### config.mk
export PLATFORM = sky130hd
export DESIGN_NAME = qer_div_cell
export DESIGN_NICKNAME = d
export VERILOG_FILES = /design/src/rtl/core/qer_pkg.sv /design/src/rtl/core/qer_div_cell.sv
export SDC_FILE = /design/constraint.sdc
export NUM_CORES = 1
export LEC_CHECK = 0
export BUFFER_PORTS_ARGS = -buffer_cell sky130_fd_sc_hd__buf_4
export CORE_MARGIN = 2
export CORE_UTILIZATION = 45
export CTS_BUF_LIST = sky130_fd_sc_hd__clkbuf_4 sky130_fd_sc_hd__clkbuf_8
export CTS_CLUSTER_DIAMETER = 60
export DETAILED_ROUTE_END_ITERATION = 10
export GPL_ROUTABILITY_DRIVEN = 0
export HOLD_SLACK_MARGIN = 0.15
export PLACE_DENSITY = 0.76
export RECOVER_POWER = 25
export SLEW_MARGIN = 20
export SYNTH_ARGS = -nofsm -noshare
export SYNTH_HDL_FRONTEND = slang
export SYNTH_SLANG_ARGS = --single-unit
### constraint.sdc
create_clock -name clk -period 5.5 [get_ports clk]
set_input_delay 0.825 -clock clk [delete_from_list [all_inputs] [get_ports clk]]
set_output_delay 0.825 -clock clk [all_outputs]
set_load 0.01 [all_outputs]
### src/rtl/core/qer_pkg.sv
// Shared types for the quadratic evaluator and root solver.
// Holds the root-kind codes and the cell state structs; no dependencies.
package qer_pkg;

  // Root classification codes carried with each result.
  typedef enum logic [1:0] {
    KIND_DISTINCT = 2'd0,
    KIND_EQUAL    = 2'd1,
    KIND_COMPLEX  = 2'd2,
    KIND_A_ZERO   = 2'd3
  } kind_t;

  localparam int unsigned SQRT_STEPS = 25;
  localparam int unsigned DIV_STEPS  = 34;

  // State handed from one square root cell to the next.
  typedef struct packed {
    logic [49:0] rad;
    logic [25:0] rem;
    logic [24:0] root;
  } sqrt_t;

  // State handed from one divider cell to the next.
  typedef struct packed {
    logic [33:0] nq;
    logic [16:0] rem;
    logic [16:0] den;
  } div_t;

  // Side data that travels beside the square root cells.
  typedef struct packed {
    logic               valid;
    logic [31:0]        poly;
    kind_t              kind;
    logic signed [24:0] nb;
    logic signed [15:0] a;
  } sq_side_t;

  // Side data that travels beside the divider cells.
  typedef struct packed {
    logic        valid;
    logic [31:0] poly;
    kind_t       kind;
    logic        neg0;
    logic        neg1;
  } dv_side_t;

endpackage

### src/rtl/core/qer_div_cell.sv
// One step of the restoring unsigned divider: one quotient bit per cell.
// Depends on qer_pkg for the div_t state struct.
module qer_div_cell (
  input  logic          clk,
  input  logic          en,
  input  qer_pkg::div_t st_in,
  output qer_pkg::div_t st_out
);
  import qer_pkg::*;

  logic [17:0] part;
  logic [17:0] diff;
  logic        ge;
  div_t        st_nxt;

  always_comb begin
    part = {st_in.rem, st_in.nq[33]};
    ge   = (part >= {1'b0, st_in.den});
    diff = part - {1'b0, st_in.den};
    st_nxt.nq  = {st_in.nq[32:0], ge};
    st_nxt.rem = ge ? diff[16:0] : part[16:0];
    st_nxt.den = st_in.den;
  end

  always_ff @(posedge clk) begin
    if (en) begin
      st_out <= st_nxt;
    end
  end

endmodule

==> results of run 1 <==
==> metrics by stage <==
stage                     instance area [sq um]  setup slack [ns]
final                                      4578             2.020
after global routing                       4578             1.738
after CTS                                  4597             2.602
after detailed placement                   4353             2.232
after global placement                     4353             2.311
after floorplan                            3224             2.575
==> Yosys cell counts <==
master	count
edfxtp_1	68
inv_1	22
ha_1	17
a21oi_1	13
mux2_4	10
nand2_1	9
xnor2_1	8
nand3_1	7
o21ai_0	7
nor2_1	6
nor3_1	4
a21boi_0	3
a21o_1	3
and2_1	3
nand2b_1	3
o31ai_2	3
xor2_1	3
o21a_1	2
o21bai_1	2
o2bb2ai_1	2
a211o_1	1
a211oi_1	1
a21oi_2	1
a21oi_4	1
a311oi_1	1
a31o_2	1
a32o_1	1
and2_4	1
and3_1	1
and4_1	1
buf_12	1
fa_1	1
inv_12	1
mux2i_1	1
nand3_2	1
nand4_1	1
nand4b_1	1
nor2b_1	1
nor4_1	1
o211ai_1	1
o21bai_4	1
o221a_2	1
o221ai_1	1
o31ai_1	1
or3_4	1
==> layer usage <==
metal / routed length [microns] / up-vias / share of wire / GRT usage
met2: 3701 / 104 / 0.48 / 0.3060
met4: 196 / 0 / 0.025 / 0.1033
met5: 0 / - / 0 / 0
li1: - / 1126 / - / -
met3: 772 / 13 / 0.099 / 0.06063
met1: 3099 / 1074 / 0.40 / 0.2373
==> cell families after synthesis <==
family	share of synthesized area
flip-flops	0.6333
AO/OA/AOI/OAI	0.1094
AND/OR/NAND/NOR	0.06869
buffers and inverters	0.03687
adder cells (fa/ha/maj)	0.07218
XOR/XNOR	0.02988
multiplexers	0.04967
==> cell type report <==
type                       count  area (sq um)  share of cell area
tap                           96         120.1             0.02624
clock inverter                 6         112.6             0.02460
clock buffer                  10         131.4             0.02870
inverter                      23         98.84             0.02159
timing repair buffer         137          1010              0.2206
multi-input combinational    128          1064              0.2323
sequential                    68          2042              0.4460
==> where the power goes <==
part	internal [W]	leakage, nW	switching (W)
clock network	0.000307	0.124	0.000193
registers	0.000634	0.665	0.0000137
logic	0.000156	1.21	0.000142
==> path summary, 6_finish.rpt <==
kind  startpoint              endpoint  slack [ns]  depth (start not counted)
max           en  st_out[41]$_DFFE_PP_        2.02                          1
min    st_in[47]  st_out[48]$_DFFE_PP_        0.68                          1
==> impl_metrics.csv, run 1 <==
group,metric,value,unit
synth,yosysWarnings,0,
synth,syn_nets,308,
route,num_vias,2317,
sta,setup_viol,0,
sta,fin_setup_tns,0,ns
place,place_hpwl,5902,microns
synth,synthTopCellsByArea,"edfxtp_1 63%, ha_1 6.6%, mux2_4 4.7%, inv_1 2.6%, xnor2_1 2.2%",
setup_path,critPathLaunchType,"input port",
route,drtAntennaViolNets,0,
cells_and_area,top_regs,"st_out x68",
power,power,0.001446,W
route,firstDrtPassIters,4,
cells_and_area,largest_reg_flops,68,
run_status,violations,"max-capacitance violations, max-slew violations",
place,dp.cells,452,
sta,fin_crit_sh,0.6327,
cells_and_area,final_util,0.6665,
setup_path,critPathKind,"in -> reg",
setup_path,worstPathCellList,"clkbuf_1",
setup_path,cpMaxStageDelayCell,"clkbuf_1",
cells_and_area,antenna_cells,0,
setup_path,cp_max_fo,68,
cells_and_area,fillers,526,
global_routing,antenna_found_initial,0,
sta,min_period,3.480,ns
sta,rsz0062_at_grt,"no",
setup_path,end_kind,"flip-flop",
clock_tree,cts_resized,0,
route,wl,7770,microns
clock_tree,postCtsSetupBuffers,0,
clock_tree,clockBufferDepth,2,
synth,yosys.area.top_type_share,0.6333,
global_routing,grt_pass1_vias,2187,
global_routing,grt_usage,0.1937,
die,dieArea,7858,sq um
job,timing.max_cap.violations,1,
clock_tree,cts_tree,"yes",
power,power_density,315.9,nW/um^2
cells_and_area,syn2layout_area_growth,41.99,%
cells_and_area,finish.net_count,455,
sta,hold_violations,0,
synth,ys_types,45,
sta,fin_hold_ws,0.6850,ns
synth,ys_seq_elements,68,
sta,maxSlewHeadroom,-1.382,
cells_and_area,largest_register,"st_out",
route,avgRoutedWirePerCell,16.60,microns
synth,synth_area,3224,sq um
route,drc,0,
power,power_leakage,1.997,nW
die,rows,30,
cells_and_area,drive_gt1_frac,0.4570,
synth,syn_avg_cell_area,14.66,sq um
die,initial_core_util,0.4694,
synth,syn_inst,220,
cells_and_area,final_cell_mix,"86 x buf_4, 68 x edfxtp_1, 47 x clkbuf_4, 22 x inv_1, 17 x ha_1",
global_routing,grt_overflow,0,
clock_tree,cts_buffers,9,
setup_path,worstPathRequired,5.36,ns
clock_tree,htreeDepth,3,
die,core-area,6869,sq um
place,portBuffers,137,
clock_tree,root_buffer,"clkbuf_8",
synth,synth_area_leader_cell,"edfxtp_1",
setup_path,critPathArrivalTime,3.34,ns
setup_path,critPathBufInv,1,
setup_path,slowest_delay,2.47,ns
setup_path,cp_top_family,"buffers and inverters",
die,die_y,88.65,microns
cells_and_area,fin_cells,468,
cells_and_area,final_common_cell,"buf_4",
die,io_pins,138,
power,ir_drop,0.1624,mV
sta,fmaxAchievable,287.3,MHz
route,vias_per_cell,4.951,
clock_tree,clkSlewWorstSetupHoldPaths,0.08,ns
global_routing,grt_pass1_wl,11120,microns
clock_tree,cts_hold_buffers,0,
global_routing,grt_max_degree,69,
synth,seq_area_frac_synth,0.6333,
sta,drv_slew,69,
die,die_w,88.65,microns
min_path,hold_class,"in -> reg",
clock_tree,cts.sinks,68,
route,dr.first_iter.drc_count,90,
sta,worstMarginPinSlew,3.572,ns
run_status,outcome,"finished, violations left",
(Power assumes the default switching activity.)
==> run 2, diff against run 1 <==
--- a/config.mk
+++ b/config.mk
@@ -5,6 +5,7 @@
 export SDC_FILE = /design/constraint.sdc
 export NUM_CORES = 1
 export LEC_CHECK = 0
+export ABC_AREA = 1
 export BUFFER_PORTS_ARGS = -buffer_cell sky130_fd_sc_hd__buf_4
 export CORE_MARGIN = 2
 export CORE_UTILIZATION = 45
@@ -13,7 +14,7 @@
 export DETAILED_ROUTE_END_ITERATION = 10
 export GPL_ROUTABILITY_DRIVEN = 0
 export HOLD_SLACK_MARGIN = 0.15
-export PLACE_DENSITY = 0.76
+export PLACE_DENSITY = 0.74
 export RECOVER_POWER = 25
 export SLEW_MARGIN = 20
 export SYNTH_ARGS = -nofsm -noshare
==> constraint.sdc (replaced) <==
create_clock -name clk -period 3.63 [get_ports clk]
set_input_delay 0.5445 -clock clk [delete_from_list [all_inputs] [get_ports clk]]
set_output_delay 0.5445 -clock clk [all_outputs]
set_load 0.01 [all_outputs]
==> run 2 against run 1 <==
- the run still ends with max-capacitance violations, max-slew violations left
- flip-flop and latch count unchanged
- area after synthesis up 14%
- highest routed layer unchanged
- routed wire length rose by 8.0%
- global-route usage increased by 0.12 points
- critical endpoint is now st_out[33]$_DFFE_PP_
- final area increased by 7.9%
==> impl_metrics.csv, run 2 <==
group,metric,value,unit
cells_and_area,top_regs,"st_out x68",
min_path,whs_path_depth,1,
place,placed_area,4787,sq um
power,power_leakage,2.477,nW
synth,syn_avg_cell_area,9.938,sq um
cells_and_area,final_cell_mix,"107 x nand2_1, 87 x buf_4, 68 x edfxtp_1, 64 x inv_1, 47 x clkbuf_4",
cells_and_area,seqCellArea,2042,sq um
synth,synth_xor_area_frac,0.01672,
power,netSwitchingFraction,0.2936,
setup_path,worstPathRequired,3.72,ns
power,internal_power,0.001427,W
clock_tree,clkSlewWorstSetupHoldPaths,0.08,ns
synth,async_flop_share,0,
die,dieArea,8888,sq um
clock_tree,cts_hold_buffers,0,
die,rows,32,
power,p_sw,0.0005930,W
power,clock_power_share,0.268,
cells_and_area,antenna_cells,0,
synth,syn_inst,369,
clock_tree,cts_resized,0,
sta,fmaxAchievable,445.3,MHz
sta,fin_setup_tns,0,ns
cells_and_area,multi_input_comb_area,1323,sq um
cells_and_area,syn2layout_area_growth,34.73,%
setup_path,critPathArrivalTime,2.34,ns
die,core-area,7807,sq um
sta,setup_viol,0,
setup_path,critPathKind,"in -> reg",
route,wl_met2,4091,microns
synth,dominantRegCellSynth,"edfxtp_1",
sta,worstMarginPinSlew,1.664,ns
global_routing,grt_usage,0.1949,
synth,syn_nets,457,
power,power,0.002020,W
power,ir_drop,0.1628,mV
synth,synth_commonest_cells,"107 x nand2_1, 68 x edfxtp_1, 64 x inv_1",
synth,synth_top_family_by_area,"simple AND/OR/NAND/NOR gates",
run_status,violations,"max-capacitance violations, max-slew violations",
global_routing,grt_pass1_wl,13120,microns
synth,yosysWarnings,0,
route,num_vias,2882,
setup_path,critPathLaunchType,"input port",
power,combPwrFrac,0.248,
route,avgRoutedWirePerCell,13.51,microns
route,drtAntennaViolNets,0,
synth,synth_most_common_cell,"nand2_1",
die,io_pins,138,
cells_and_area,finish.net_count,602,
route,vias_per_cell,4.641,
synth,ys_seq_elements,68,
sta,maxSlewHeadroom,-0.1090,
setup_path,cpMaxStageDelayCell,"ha_1",
synth,seq_area_frac_synth,0.5568,
route,highest_layer,"met4",
power,seqPwrFrac,0.484,
run_status,outcome,"finished, violations left",
setup_path,slowest_delay,0.36,ns
clock_tree,cts_buffers,9,
global_routing,antenna_found_initial,0,
route,drc,0,
clock_tree,cts_tree,"yes",
synth,ys_types,26,
synth,yosys.area_share.simple,0.2610,
place,pre_cts_ws,1.042,ns
cells_and_area,final_common_cell,"nand2_1",
die,initial_core_util,0.4697,
setup_path,worstPathCellList,"clkbuf_1 > inv_1 > ha_1 > nand2_2 > nor2_2 > nand2_2 > nor2_2 > nor3_4 > nand2_4 > nand2_1 > nand2_1",
route,dr.first_iter.drc_count,140,
synth,synth_edf_count,68,
sta,hold_violations,0,
sta,rsz0062_at_grt,"no",
global_routing,grt_pass1_vias,2794,
synth,synth_fa_ha_area_frac,0.06346,
setup_path,cp_max_fo,18,
sta,fin_ws,1.385,ns
sta,fin_crit_sh,0.6186,
clock_tree,cts.sinks,68,
place,portBuffers,137,
global_routing,grt_max_degree,69,
job,timing.max_cap.violations,1,
power,power_density,408.8,nW/um^2
route,firstDrtPassIters,6,
die,die_y,94.28,microns
clock_tree,root_buffer,"clkbuf_8",
cells_and_area,drive_gt1_frac,0.3796,
cells_and_area,largest_reg_flops,68,
route,wl_met1,3480,microns
sta,min_period,2.245,ns
global_routing,grt_overflow,0,
synth,synth_compound_area_frac,0.01945,
cells_and_area,stdcell_area,4941,sq um
place,place_hpwl,6384,microns
sta,drv_slew,69,
synth,yosys.area.top_type_share,0.5568,
synth,synthMuxAreaShare,0,
min_path,hold_class,"in -> reg",
synth,synth_area_leader_cell,"edfxtp_1",
route,wl,8388,microns
synth,synth_area,3667,sq um
cells_and_area,fillers,651,
clock_tree,postCtsSetupBuffers,0,
synth,synthTopCellsByArea,"edfxtp_1 56%, nand2_1 11%, inv_1 6.6%, ha_1 5.8%, nand3_1 4.0%",
die,die_w,94.28,microns
clock_tree,clockBufferDepth,2,
route,wl_met3,754,microns
setup_path,end_kind,"flip-flop",
cells_and_area,largest_register,"st_out",
clock_tree,htreeDepth,3,
-- run 2: cell types whose count changed after synthesis, sizes merged, moves of 4 or more --
cell,previous run,this run
nand2,9,136
inv,23,68
mux2,10,0
a21oi,15,11
xnor2,8,0
o21ai,7,1
nor2,6,13
xor2,3,7
o31ai,4,0
nand3,8,33
-- run 2: final timing paths --
| kind | startpoint | end |
|---|---|---|
| setup / recovery | st_in[8] | st_out[33]$_DFFE_PP_ |
| hold / removal | st_in[54] | st_out[55]$_DFFE_PP_ |
-- run 2: cell families after synthesis --
group,count (synthesis)
and+or+nand+nor,191
buffers and inverters,73
DFF,68
adders and majority gates,18
AOI/OAI and AO/OA,12
xor gates and xnor gates,7
-- run 2: power by group through the flow --
stage | Combinational, W | Sequential [W] | Clock (W)
2_1_floorplan | 0.000239 | 0.00103 | 0
3_3_place_gp | 0.000500 | 0.000994 | 0
3_5_place_dp | 0.000508 | 0.000994 | 0
4_1_cts | 0.000510 | 0.000977 | 0.000561
5_1_grt | 0.000556 | 0.000984 | 0.000595
6_report | 0.000501 | 0.000977 | 0.000542
-- run 2: metrics by stage --
stage	hold WS, ns	std cells	util
2_1_floorplan	0.6434	369	-
3_3_place_gp	0.7226	605	0.6131
3_5_place_dp	0.7238	605	0.6131
4_1_cts	0.3558	621	0.6346
5_1_grt	0.3742	621	0.6329
6_report	0.3936	621	0.6329
-- run 2: critical path: cells and delay by family --
kind / cells / cell delay, ns
AND/OR/NAND/NOR: 8 / 1.24
buffers and inverters: 2 / 0.17
adder cells (fa/ha/maj): 1 / 0.36
-- run 2: area by class of cell --
cell class                      instances  share of cell area
Clock buffer                            9             0.02507
Clock inverter                          7            0.008863
Inverter                               69             0.05242
Multi-Input combinational cell        228              0.2677
Sequential cell                        68              0.4133
Tap cell                              102             0.02583
Timing Repair Buffer                  138              0.2069
-- run 2: layer usage --
metal | up-vias | global-route usage
li1 | 1481 | -
met1 | 1278 | 0.2286
met2 | 117 | 0.3363
met3 | 6 | 0.05618
met4 | 0 | 0.07488
met5 | - | 0
