$ cat src/rtl/core/qer_pkg.sv
// Shared types for the quadratic evaluator and root solver.
// Holds the root-kind codes and the cell state structs; no dependencies.
package qer_pkg;

  // Root classification codes carried with each result.
  typedef enum logic [1:0] {
    KIND_DISTINCT = 2'd0,
    KIND_EQUAL    = 2'd1,
    KIND_COMPLEX  = 2'd2,
    KIND_A_ZERO   = 2'd3
  } kind_t;

  localparam int unsigned SQRT_STEPS = 25;
  localparam int unsigned DIV_STEPS  = 34;

  // State handed from one square root cell to the next.
  typedef struct packed {
    logic [49:0] rad;
    logic [25:0] rem;
    logic [24:0] root;
  } sqrt_t;

  // State handed from one divider cell to the next.
  typedef struct packed {
    logic [33:0] nq;
    logic [16:0] rem;
    logic [16:0] den;
  } div_t;

  // Side data that travels beside the square root cells.
  typedef struct packed {
    logic               valid;
    logic [31:0]        poly;
    kind_t              kind;
    logic signed [24:0] nb;
    logic signed [15:0] a;
  } sq_side_t;

  // Side data that travels beside the divider cells.
  typedef struct packed {
    logic        valid;
    logic [31:0] poly;
    kind_t       kind;
    logic        neg0;
    logic        neg1;
  } dv_side_t;

endpackage

$ cat src/rtl/core/qer_sqrt_cell.sv
// One step of the restoring integer square root: one result bit per cell.
// Depends on qer_pkg for the sqrt_t state struct.
module qer_sqrt_cell (
  input  logic           clk,
  input  logic           en,
  input  qer_pkg::sqrt_t st_in,
  output qer_pkg::sqrt_t st_out
);
  import qer_pkg::*;

  logic [27:0] acc_w;
  logic [27:0] trial;
  logic [27:0] diff;
  logic        ge;
  sqrt_t       st_nxt;

  always_comb begin
    acc_w  = {st_in.rem, st_in.rad[49:48]};
    trial  = {1'b0, st_in.root, 2'b01};
    ge     = (acc_w >= trial);
    diff   = acc_w - trial;
    st_nxt.rad  = {st_in.rad[47:0], 2'b00};
    st_nxt.rem  = ge ? diff[25:0] : acc_w[25:0];
    st_nxt.root = {st_in.root[23:0], ge};
  end

  always_ff @(posedge clk) begin
    if (en) begin
      st_out <= st_nxt;
    end
  end

endmodule

$ cat config.mk
export PLATFORM = sky130hd
export DESIGN_NAME = qer_sqrt_cell
export DESIGN_NICKNAME = d
export VERILOG_FILES = /design/src/rtl/core/qer_pkg.sv /design/src/rtl/core/qer_sqrt_cell.sv
export SDC_FILE = /design/constraint.sdc
export NUM_CORES = 1
export LEC_CHECK = 0
export BUFFER_PORTS_ARGS = -buffer_cell sky130_fd_sc_hd__buf_2
export CORE_ASPECT_RATIO = 1.1
export CORE_MARGIN = 2
export CORE_UTILIZATION = 48
export CTS_CLUSTER_SIZE = 16
export DETAILED_ROUTE_END_ITERATION = 8
export GPL_ROUTABILITY_DRIVEN = 0
export PLACE_DENSITY = 0.77
export SLEW_MARGIN = 20
export SYNTH_ARGS = -nofsm -noshare
export SYNTH_HDL_FRONTEND = slang
export SYNTH_SLANG_ARGS = --single-unit
$ cat constraint.sdc
create_clock -name clk -period 5.9 [get_ports clk]
set_clock_uncertainty 0.2 [all_clocks]
set_input_delay 0 -clock clk [delete_from_list [all_inputs] [get_ports clk]]
set_output_delay 0 -clock clk [all_outputs]
set_load 0.02 [all_outputs]
==> results of run 1 <==
## per-stage QoR
| stage | setup slack, ns | cells | cell area, um^2 | hold WS [ns] |
|---|---|---|---|---|
| detailed placement | 2.19 | 657 | 5880 | -0.0215 |
| global route | 1.81 | 774 | 7070 | 0.130 |
| CTS | 2.09 | 773 | 7060 | 0.122 |
| global placement | 2.33 | 657 | 5880 | -0.0228 |
| floorplan | 3.00 | 342 | 4760 | -0.101 |
| finish | 2.09 | 774 | 7070 | 0.142 |
## worst max-delay path: cells and delay by family
kind                       cells  cell delay [ns]
and+or+nand+nor                2             0.28
buffers and inverters          3             0.67
adders and majority gates      1             0.35
muxes                          1             0.43
AOI/OAI and AO/OA              6             1.99
## cells in the mapped netlist (all sizes together), types with 3 or more instances
library cell,n
o211ai,3
a21o,8
edfxtp,99
nor3,6
ha,27
nor2b,4
xor2,6
nand2b,3
mux2,23
nand3,4
o21ai,11
buf,6
a2111oi,5
a211o,3
xnor2,13
mux2i,3
a211oi,3
o21a,3
inv,33
nand2,13
a31oi,3
a21oi,23
nor2,16
## cell type report
| cell class | count | area [um^2] | share of cell area |
|---|---|---|---|
| Antenna cell | 1 | 2.50 | 0.000354 |
| Timing Repair Buffer | 302 | 2020 | 0.285 |
| Clock buffer | 10 | 128 | 0.0181 |
| Sequential cell | 99 | 2970 | 0.421 |
| Tap cell | 120 | 150 | 0.0213 |
| Clock inverter | 6 | 50.0 | 0.00708 |
| Inverter | 33 | 124 | 0.0175 |
| Multi-Input combinational cell | 203 | 1620 | 0.230 |
## power by group through the flow
| stage | registers (uW) | clock network, uW | logic [uW] |
|---|---|---|---|
| 3_5_place_dp | 891 | 0 | 421 |
| 6_report | 879 | 411 | 484 |
| 5_1_grt | 886 | 446 | 520 |
| 2_1_floorplan | 986 | 0 | 176 |
| 4_1_cts | 876 | 417 | 475 |
| 3_3_place_gp | 890 | 0 | 412 |
## kinds of logic (layout without fill, tap and decap cells)
| kind of cell | count (synthesis) | after routing | synth area share |
|---|---|---|---|
| AND/OR/NAND/NOR | 57 | 57 | 0.0615 |
| AO/OA/AOI/OAI | 72 | 72 | 0.111 |
| buffers and inverters | 40 | 351 | 0.0357 |
| flip-flops | 99 | 99 | 0.624 |
| adder cells (fa/ha/maj) | 27 | 27 | 0.0710 |
| XOR/XNOR | 19 | 19 | 0.0350 |
| multiplexers | 26 | 26 | 0.0607 |
| other | 1 | 3 | 0.000788 |
## routing by layer
metal	vias to the layer above	track usage	wire, um
li1	1902	-	-
met1	1910	0.299	5320
met2	197	0.458	7010
met3	33	0.0711	1240
met4	0	0.110	437
met5	-	0	0
## worst paths after layout
kind | startpoint | endpoint | slack (ns) | cells after the start
hold / removal | st_in[87] | st_out[89] | 0.14 | 2
setup / recovery | st_in[0] | st_out[34] | 2.09 | 13
==> metrics.md, run 1 <==
| Metric | Value |
|---|---|
| Status | `completed` |
| Gr usage total | `0.260` |
| Psw | `546 uW` |
| Critical path fanouts, max | `27` |
| Top_reg_cell synth | `edfxtp_1` |
| Leading area contributor after synthesis | `edfxtp_1` |
| Critical path cell sequence | `dlygate4sd3_1 > buf_2 > inv_1 > ha_1 > nor2b_1 > o21ai_0 > nand2b_1 > a21oi_2 > o21ai_1 > a211oi_2 > a21oi_1 > a41oi_4 > mux2_2` |
| Core box area | `9750 um^2` |
| Startpoint type of the worst setup path | `input port` |
| Cell Area, Synth | `4760 um^2` |
| Mean post-synth cell area | `14.0 um^2` |
| H-tree Lvls | `3` |
| Net Sw Frac | `0.308` |
| FILL cells | `604` |
| Slew headroom | `0.286` |
| I/O pins | `204` |
| Total power | `1770 uW` |
| Clk pin slew, worst setup/hold paths | `0.10 ns` |
| CP Data Arrival Time | `3.73 ns` |
| Yosys reg bits | `99` |
| Vias | `4,042` |
| Worst Hold Class | `in -> reg` |
| Crit share post-route | `0.645` |
| Area contributors post-synth | `edfxtp_1 62%, ha_1 7.1%, mux2_2 5.4%, inv_1 2.6%, xnor2_1 2.4%` |
| Fmax | `263 MHz` |
| Post-CTS setup buffer count | `0` |
| Distinct cells, synth | `53` |
| YS warnings | `0` |
| Initial Util | `0.488` |
| Max-slew violations | `0` |
| Largest regs | `st_out x99` |
| Commonest non-fill, non-tap cell in the layout | `buf_2` |
| Vias in the first global route | `4,052` |
| Post-Syn Instances | `341` |
| Gate power share | `0.273` |
| CTS-repair resized insts | `0` |
| Total iterations of the first detailed-routing run | `7` |
| DRT antenna net count | `0` |
| Max-Cap Viols | `0` |
| CTS tree | `yes` |
| Hpwl dp | `8530 um` |
| Critical path's slowest cell | `a41oi_4` |
| Pint | `1230 uW` |
| Die ar. | `10,700 um^2` |
| Die width | `99.0 um` |
| Critical Path Sink Type | `register` |
| Post-synthesis async set-or-reset flop share | `0` |
| Worst Max-Slew Pin Slew | `1.07 ns` |
| Worst VDD drop | `118 uV` |
| Initial antenna violation count | `1` |
| CTS Buf Count | `9` |
| Die Ht | `108 um` |
| Via density | `5.22` |
| Static Leak | `0.00310 uW` |
| Row count | `38` |
| Fin crit period | `3.81 ns` |
| # hold bufs at CTS | `100` |
| Nets@finish | `778` |
| Syn-to-layout area delta | `48.4%` |
| Unrepaired setup endpoints after global routing | `false` |
| Layout cells sized above 1 | `0.384` |
| Share of the synthesized area in the top cell type | `0.624` |
| Sequential fraction of the synthesis area | `0.624` |
| Final setup vio count | `0` |
| Post-synth EDFFs | `99` |
| Post-layout util | `0.725` |
| Congestion Overflow GR | `0` |
| Post-Route WL | `14,000 um` |
| Number of port buffers | `201` |
| DRC | `0` |
| Crit Path Category | `in -> reg` |
| CP peak stage delay | `0.90 ns` |
| Req. time, crit path | `5.82 ns` |
| Sink Count | `99` |
| Max FFs per register | `99` |
| DR iter-0 viols | `304` |
| Biggest register | `st_out` |
| Most frequent cells in the layout | `200 x buf_2, 100 x dlygate4sd3_1, 99 x edfxtp_1` |
| CTS Buffer Depth | `2` |
| Largest net degree at the start of global routing | `68` |
| Clock share of power | `0.232` |
| Root Buffer | `clkbuf_8` |
| Ratio of total power to cell area | `251 nW/um^2` |
| First-pass GRT wire length | `21,300 um` |
| Sequential share of power | `0.495` |
| Final Hold Violating Endpoints | `0` |
| Fin Setup TNS | `0 ns` |
| WL/cell | `18.1 um` |
Power figures use the tool's default switching activity.
==> run 2: changes to the inputs <==
Clock period 5.9 ns to 3.85 ns, I/O delays scaled along.
==> run 2 against run 1 <==
Core utilization about the same. Sequential cell count unchanged. Hold slack got worse by 0.12 ns. Highest routed layer unchanged. Via count decreased by 0.47%. Critical endpoint is now st_out[33]. Cell count decreased by 0.13%. Die area unchanged. Sequential share of layout area about the same. Cell area about the same. Worst setup slack got worse by 1.8 ns. Clock-buffer cell count decreased by 1. Critical path type unchanged.
==> metrics.md, run 2 (synthesis gave the netlist of run 1 again) <==
| Metric | Value |
|---|---|
| Congestion Overflow GR | `0 (unchanged)` |
| Static Leak | `0.00311 uW (+0.27%)` |
| First-pass GRT wire length | `21,400 um (+0.68%)` |
| Fin crit period | `3.55 ns` |
| Most frequent cells in the layout | `200 x buf_2, 99 x edfxtp_1, 98 x dlygate4sd3_1` |
| Layout cells sized above 1 | `0.389 (+0.00459)` |
| WL/cell | `18.4 um (+1.5%)` |
| Max-Cap Viols | `0 (unchanged)` |
| Ratio of total power to cell area | `387 nW/um^2 (+54%)` |
| Gr usage total | `0.262 (+0.00195)` |
| DRC | `0 (unchanged)` |
| Worst Max-Slew Pin Slew | `0.808 ns (-0.260 ns)` |
| CTS tree | `yes` |
| Worst VDD drop | `186 uV (+58%)` |
| Core box area | `9750 um^2 (unchanged)` |
| Die Ht | `108 um (unchanged)` |
| Initial antenna violation count | `0 (-1)` |
| Area of the multi-input gates | `1620 um^2 (unchanged)` |
| DR iter-0 viols | `200 (-34%)` |
| Row count | `38 (unchanged)` |
| Crit path from | `st_in[0]` |
| Commonest non-fill, non-tap cell in the layout | `buf_2` |
| I/O pins | `204 (unchanged)` |
| FILL cells | `629 (+4.1%)` |
| Worst Slack Setup Final | `0.302 ns (-1.79 ns)` |
| Dpl ws | `0.495 ns (-1.70 ns)` |
| Clk pin slew, worst setup/hold paths | `0.10 ns (about the same)` |
| Die width | `99.0 um (unchanged)` |
| Via density | `5.20 (-0.34%)` |
| Largest regs | `st_out x99` |
| Met3 Usage GRT | `0.0569 (-0.0142)` |
| Critical path fanouts, max | `25 (-7.4%)` |
| GRT met1 Usage | `0.313 (+0.0138)` |
| Slew headroom | `0.461 (+0.176)` |
| Fin Setup TNS | `0 ns (unchanged)` |
| Nets@finish | `778 (unchanged)` |
| Register area | `2970 um^2 (unchanged)` |
| H-tree Lvls | `3 (unchanged)` |
| Max-slew violations | `0 (unchanged)` |
| Initial Util | `0.488 (unchanged)` |
| Biggest register | `st_out` |
| Met2 usage | `0.459 (+0.00193)` |
| Syn-to-layout area delta | `48.4% (about the same)` |
| Status | `completed` |
| Sink Count | `99 (unchanged)` |
| Number of port buffers | `201 (unchanged)` |
| Vias in the first global route | `4,117 (+1.6%)` |
| Req. time, crit path | `3.78 ns (-2.04 ns)` |
| CP Data Arrival Time | `3.48 ns (-0.25 ns)` |
| CTS-repair resized insts | `0 (unchanged)` |
| Fmax | `282 MHz` |
| Critical Path Sink Type | `register` |
| CP Capture Point | `st_out[33]` |
| Crit share post-route | `0.922` |
| Final Hold Violating Endpoints | `0 (unchanged)` |
| Die ar. | `10,700 um^2 (unchanged)` |
| Diode count | `0 (-1)` |
| CTS Buffer Depth | `2 (unchanged)` |
| Total iterations of the first detailed-routing run | `5 (-2)` |
| Unrepaired setup endpoints after global routing | `false` |
| Post-Route WL | `14,200 um (+1.4%)` |
| Final setup vio count | `0 (unchanged)` |
| CTS Buf Count | `9 (unchanged)` |
| Vias | `4,023 (-0.47%)` |
| Root Buffer | `clkbuf_8` |
| Max FFs per register | `99 (unchanged)` |
| Post-CTS setup buffer count | `0 (unchanged)` |
| Post-layout util | `0.725 (about the same)` |
| Most used routing layer | `met2` |
| DRT antenna net count | `0 (unchanged)` |
| Largest net degree at the start of global routing | `66 (-2.9%)` |
| Crit Path Category | `in -> reg` |
| Worst Hold Class | `in -> reg` |
| Hpwl dp | `8780 um (+3.0%)` |
| Startpoint type of the worst setup path | `input port` |
run 2: changes by cell type in the layout (fill, tap and decap cells not counted), sizes merged:
| cell | before | now |
|---|---|---|
| clkbuf | 10 | 9 |
| buf | 202 | 204 |
| dlygate4sd3 | 100 | 98 |
| clkinv | 1 | 3 |
| diode | 1 | 0 |
| clkinvlp | 3 | 2 |
run 2: what timing repair did:
action                                  4_1_cts  5_1_grt
hold buffers                                 98        0
endpoints found under the setup margin        0        0
hold endpoints to repair                     98        0
run 2: through the flow:
| stage | std cells | hold WS, ns | instance area (um^2) | total power [uW] |
|---|---|---|---|---|
| floorplan | 342 | -0.101 | 4760 | 1780 |
| global placement | 659 | -0.0228 | 5900 | 2000 |
| detailed placement | 659 | -0.0212 | 5900 | 2010 |
| CTS | 773 | 0.0177 | 7060 | 2730 |
| global route | 773 | 0.0277 | 7060 | 2850 |
| finish | 773 | 0.0268 | 7060 | 2740 |
run 2: metal layers:
metal,part of all wire,vias up
li1,-,1903
met1,0.38,1898
met2,0.51,190
met3,0.081,32
met4,0.025,0
met5,0,-
run 2: layout make-up:
cell class | count | area share
Clock buffer | 9 | 0.0175
Clock inverter | 7 | 0.00850
Inverter | 33 | 0.0175
Multi-Input combinational cell | 203 | 0.230
Sequential cell | 99 | 0.421
Tap cell | 120 | 0.0213
Timing Repair Buffer | 302 | 0.285
run 2: worst min-delay path by stage:
stage | from | end | slack (ns) | cells past startpoint
after CTS | en | st_out[61] | 0.02 | 2
after global placement | st_in[70] | st_out[72] | -0.02 | 1
final | st_in[50] | st_out[37] | 0.03 | 4
after floorplan | st_in[98] | st_out[100] | -0.10 | 0
after global routing | st_in[50] | st_out[37] | 0.03 | 4
after detailed placement | st_in[84] | st_out[86] | -0.02 | 1
run 2: where the power goes:
group | switching (uW) | internal [uW] | leakage [uW]
combinational | 419 | 323 | 0.00205
clock | 401 | 245 | 0.0000892
sequential | 31.8 | 1320 | 0.000969
run 2: worst max-delay path, stage by stage:
cell,delay [ns]
dlygate4sd3_1,0.53
buf_2,0.12
inv_1,0.05
ha_1,0.35
nor2b_1,0.15
o21ai_0,0.13
nand2b_1,0.13
a21oi_2,0.24
o21ai_1,0.21
a211oi_2,0.35
a21oi_1,0.15
a41oi_4,0.28
buf_4,0.38
mux2_2,0.39
==> run 3: changes to the inputs <==
Settings changed: ABC_AREA from default to 1, PLACE_DENSITY 0.77 to 0.75.
==> run 3 against run 2 <==
Core utilization shrank 0.94 points. Critical endpoint is now st_out[35]. Sequential power is essentially flat. Combinational power grew 3.4%. Sequential share of layout area shrank 4.2 points. Hold slack gained 0.10 ns. Clock-buffer cell count grew 1. Synthesized cell count grew 77%. Global-route usage grew 0.76 points. Largest cell class unchanged. Via count grew 30%. Routed wire length grew 15%. Cell count grew 37%. Clock power grew 44%.
==> metrics.md, run 3 <==
| Metric | Value |
|---|---|
| GRT met1 Usage | `0.307 (-0.00628)` |
| Critical path cell sequence | `dlygate4sd3_1 > buf_2 > ha_1 > nand2_2 > inv_1 > nand2_1 > nand2_1 > nand2_1 > nand2_1 > a21oi_4 > nand3_2 > o21ai_0` |
| Largest family of logic cells by synthesized area | `simple AND/OR/NAND/NOR gates` |
| DR iter-0 viols | `403 (+100%)` |
| Most used routing layer | `met2` |
| Core box area | `11,000 um^2 (+12%)` |
| Row count | `40 (+5.3%)` |
| Vias | `5,212 (+30%)` |
| Slew headroom | `0.499 (+0.0375)` |
| Post-CTS setup buffer count | `0 (unchanged)` |
| Post-synthesis simple-gate area fraction | `0.234 (+0.172)` |
| Most frequent cell after synthesis | `nand2_1` |
| Sequential fraction of the synthesis area | `0.550 (-0.0747)` |
| Commonest non-fill, non-tap cell in the layout | `nand2_1` |
| Synth Area in XOR/XNOR | `0.0211 (-0.0139)` |
| Ratio of total power to cell area | `388 nW/um^2 (+0.21%)` |
| Hpwl dp | `10,700 um (+22%)` |
| Initial Util | `0.493 (+0.00493)` |
| Nets@finish | `1,038 (+33%)` |
| CTS Buf Count | `9 (unchanged)` |
| Area contributors post-synth | `edfxtp_1 55%, nand2_1 14%, inv_1 8.8%, ha_1 6.2%, nand3_1 2.5%` |
| WL/cell | `15.4 um (-16%)` |
| Critical Path Sink Type | `register` |
| Placed Cells | `946 (+44%)` |
| Max-slew violations | `0 (unchanged)` |
| Sink Count | `99 (unchanged)` |
| Largest net degree at the start of global routing | `54 (-18%)` |
| Crit Path Category | `in -> reg` |
| Final Hold Violating Endpoints | `0 (unchanged)` |
| Worst Hold Class | `in -> reg` |
| Crit share post-route | `0.839 (-0.0827)` |
| Die Ht | `115 um (+6.3%)` |
| Post-Syn Instances | `605 (+77%)` |
| Total iterations of the first detailed-routing run | `5 (unchanged)` |
| Congestion Overflow GR | `0 (unchanged)` |
| CP peak stage delay | `0.69 ns (+0.16 ns)` |
| Pint | `2120 uW (+12%)` |
| Synth top cells by count | `206 x nand2_1, 127 x inv_1, 99 x edfxtp_1, 29 x nor2_1` |
| Number of buffers and inverters on the critical path | `3 (-1)` |
| Leading area contributor after synthesis | `edfxtp_1` |
| CTS-repair resized insts | `0 (unchanged)` |
| YS warnings | `0 (unchanged)` |
| Gate power share | `0.252 (-0.019)` |
| Critical path fanouts, max | `39 (+56%)` |
| Post-synth EDFFs | `99 (unchanged)` |
| DRC | `0 (unchanged)` |
| Startpoint type of the worst setup path | `input port` |
| H-tree Lvls | `3 (unchanged)` |
| Mean post-synth cell area | `8.94 um^2 (-36%)` |
| Root Buffer | `clkbuf_16` |
| Max-Cap Viols | `0 (unchanged)` |
| Net Sw Frac | `0.304 (-0.00726)` |
| Psw | `925 uW (+8.6%)` |
| Sequential share of power | `0.441 (-0.052)` |
| Max FFs per register | `99 (unchanged)` |
| Critical path's slowest cell | `nand3_2` |
| Cell Area, Synth | `5410 um^2 (+14%)` |
| Vias in the first global route | `5,050 (+23%)` |
| Unrepaired setup endpoints after global routing | `false` |
| Layout cells sized above 1 | `0.250 (-0.139)` |
| Largest regs | `st_out x99` |
| Static Leak | `0.00401 uW (+29%)` |
| Syn-to-layout area delta | `45.0%` |
| Clock share of power | `0.306 (+0.070)` |
| Met2 usage | `0.487 (+0.0279)` |
| Final setup vio count | `0 (unchanged)` |
| Synth Area in Adders | `0.0625 (-0.00849)` |
| Number of port buffers | `201 (unchanged)` |
| Fmax | `310 MHz (+9.9%)` |
| Die width | `105 um (+6.3%)` |
| Post-synthesis mux area share | `0 (-0.0607)` |
| Biggest register | `st_out` |
| CTS tree | `yes` |
| Gr usage total | `0.270 (+0.00761)` |
| Synth Area in Compound Gates | `0.0322 (-0.0787)` |
| CP dominant cell by count | `nand2_1` |
| I/O pins | `204 (unchanged)` |
| Fin crit period | `3.23 ns (-0.318 ns)` |
| Post-route insts no fill | `1,061 (+37%)` |
| Distinct cells, synth | `27 (-49%)` |
| Initial antenna violation count | `1 (+1)` |
| Req. time, crit path | `3.78 ns (about the same)` |
| Worst Max-Slew Pin Slew | `0.751 ns (-0.0570 ns)` |
| FILL cells | `763 (+21%)` |
| Worst VDD drop | `249 uV (+34%)` |
| CTS Buffer Depth | `2 (unchanged)` |
| Status | `completed` |
| Post-synthesis async set-or-reset flop share | `0 (unchanged)` |
| First-pass GRT wire length | `25,300 um (+18%)` |
| Most frequent cells in the layout | `206 x nand2_1, 200 x buf_2, 127 x inv_1` |
| Top_reg_cell synth | `edfxtp_1` |
| Crit-path leading delay family | `simple AND/OR/NAND/NOR gates` |
| Fin Setup TNS | `0 ns (unchanged)` |
| Clk pin slew, worst setup/hold paths | `0.07 ns (-0.03 ns)` |
| Die ar. | `12,100 um^2 (+13%)` |
| Via density | `4.91 (-5.6%)` |
| Met3 Usage GRT | `0.0743 (+0.0174)` |
| Post-Route WL | `16,400 um (+15%)` |
| Yosys reg bits | `99 (unchanged)` |
| DRT antenna net count | `0 (unchanged)` |
| CP Data Arrival Time | `3.16 ns (-0.32 ns)` |
| Share of the synthesized area in the top cell type | `0.550 (-0.0747)` |
## run 3: changes by cell type after synthesis, sizes merged, moves of 6 or more
cell	before	now
a21o	8	0
a21oi	23	15
inv	33	127
mux2	23	0
nand2	13	208
nand3	4	30
nand4	2	20
nor2	16	31
xnor2	13	1
xor2	6	12
## run 3: what timing repair did
action,in CTS,in global routing
endpoints found under the setup margin,0,0
hold buffers,98,0
endpoints found under the hold margin,98,0
## run 3: per-stage QoR
step / power [uW] / instance area (um^2) / worst slack, ns / hold slack, ns / util
final: 3040 / 7840 / 0.620 / 0.129 / 0.715
after global routing: 3170 / 7840 / 0.321 / 0.158 / 0.715
after floorplan: 1790 / 5410 / 1.98 / -0.101 / -
after detailed placement: 2030 / 6560 / 0.881 / -0.0218 / 0.598
after CTS: 3030 / 7840 / 0.690 / 0.131 / 0.715
after global placement: 2020 / 6560 / 1.07 / -0.0224 / 0.598
## run 3: logic make-up (layout without fill, tap and decap cells)
group | count (synthesis) | in the layout
buf+inv | 137 | 444
xor+xnor | 13 | 13
flops | 99 | 99
fa+ha+maj | 27 | 27
simple gates | 297 | 297
other cells | 1 | 3
compound gates | 31 | 31
## run 3: final cells by class
cell class | instances | area, um^2 | share of cell area
diodes | 1 | 2.50 | 0.000319
clock buffers | 10 | 229 | 0.0292
clock inverters | 6 | 73.8 | 0.00941
inverters | 127 | 477 | 0.0608
multi-input cells | 370 | 1900 | 0.242
flip-flops and latches | 99 | 2970 | 0.379
well taps | 147 | 184 | 0.0235
repair buffers | 301 | 2000 | 0.256
## run 3: layer usage
| metal | up-vias | part of all wire |
|---|---|---|
| li1 | 2532 | - |
| met1 | 2403 | 0.39 |
| met2 | 243 | 0.50 |
| met3 | 34 | 0.076 |
| met4 | 0 | 0.026 |
| met5 | - | 0 |
## run 3: path summary, 6_finish.rpt
| kind | endpoint | cells after the start | start | slack, ns |
|---|---|---|---|---|
| min | st_out[97] | 2 | en | 0.13 |
| max | st_out[35] | 12 | st_in[37] | 0.62 |
## run 3: power groups by stage
stage	sequential, uW	combinational (uW)	clock [uW]
final	1340	767	933
after global routing	1350	837	985
after CTS	1340	753	940
after detailed placement	1360	670	0
after global placement	1360	659	0
after floorplan	1500	286	0
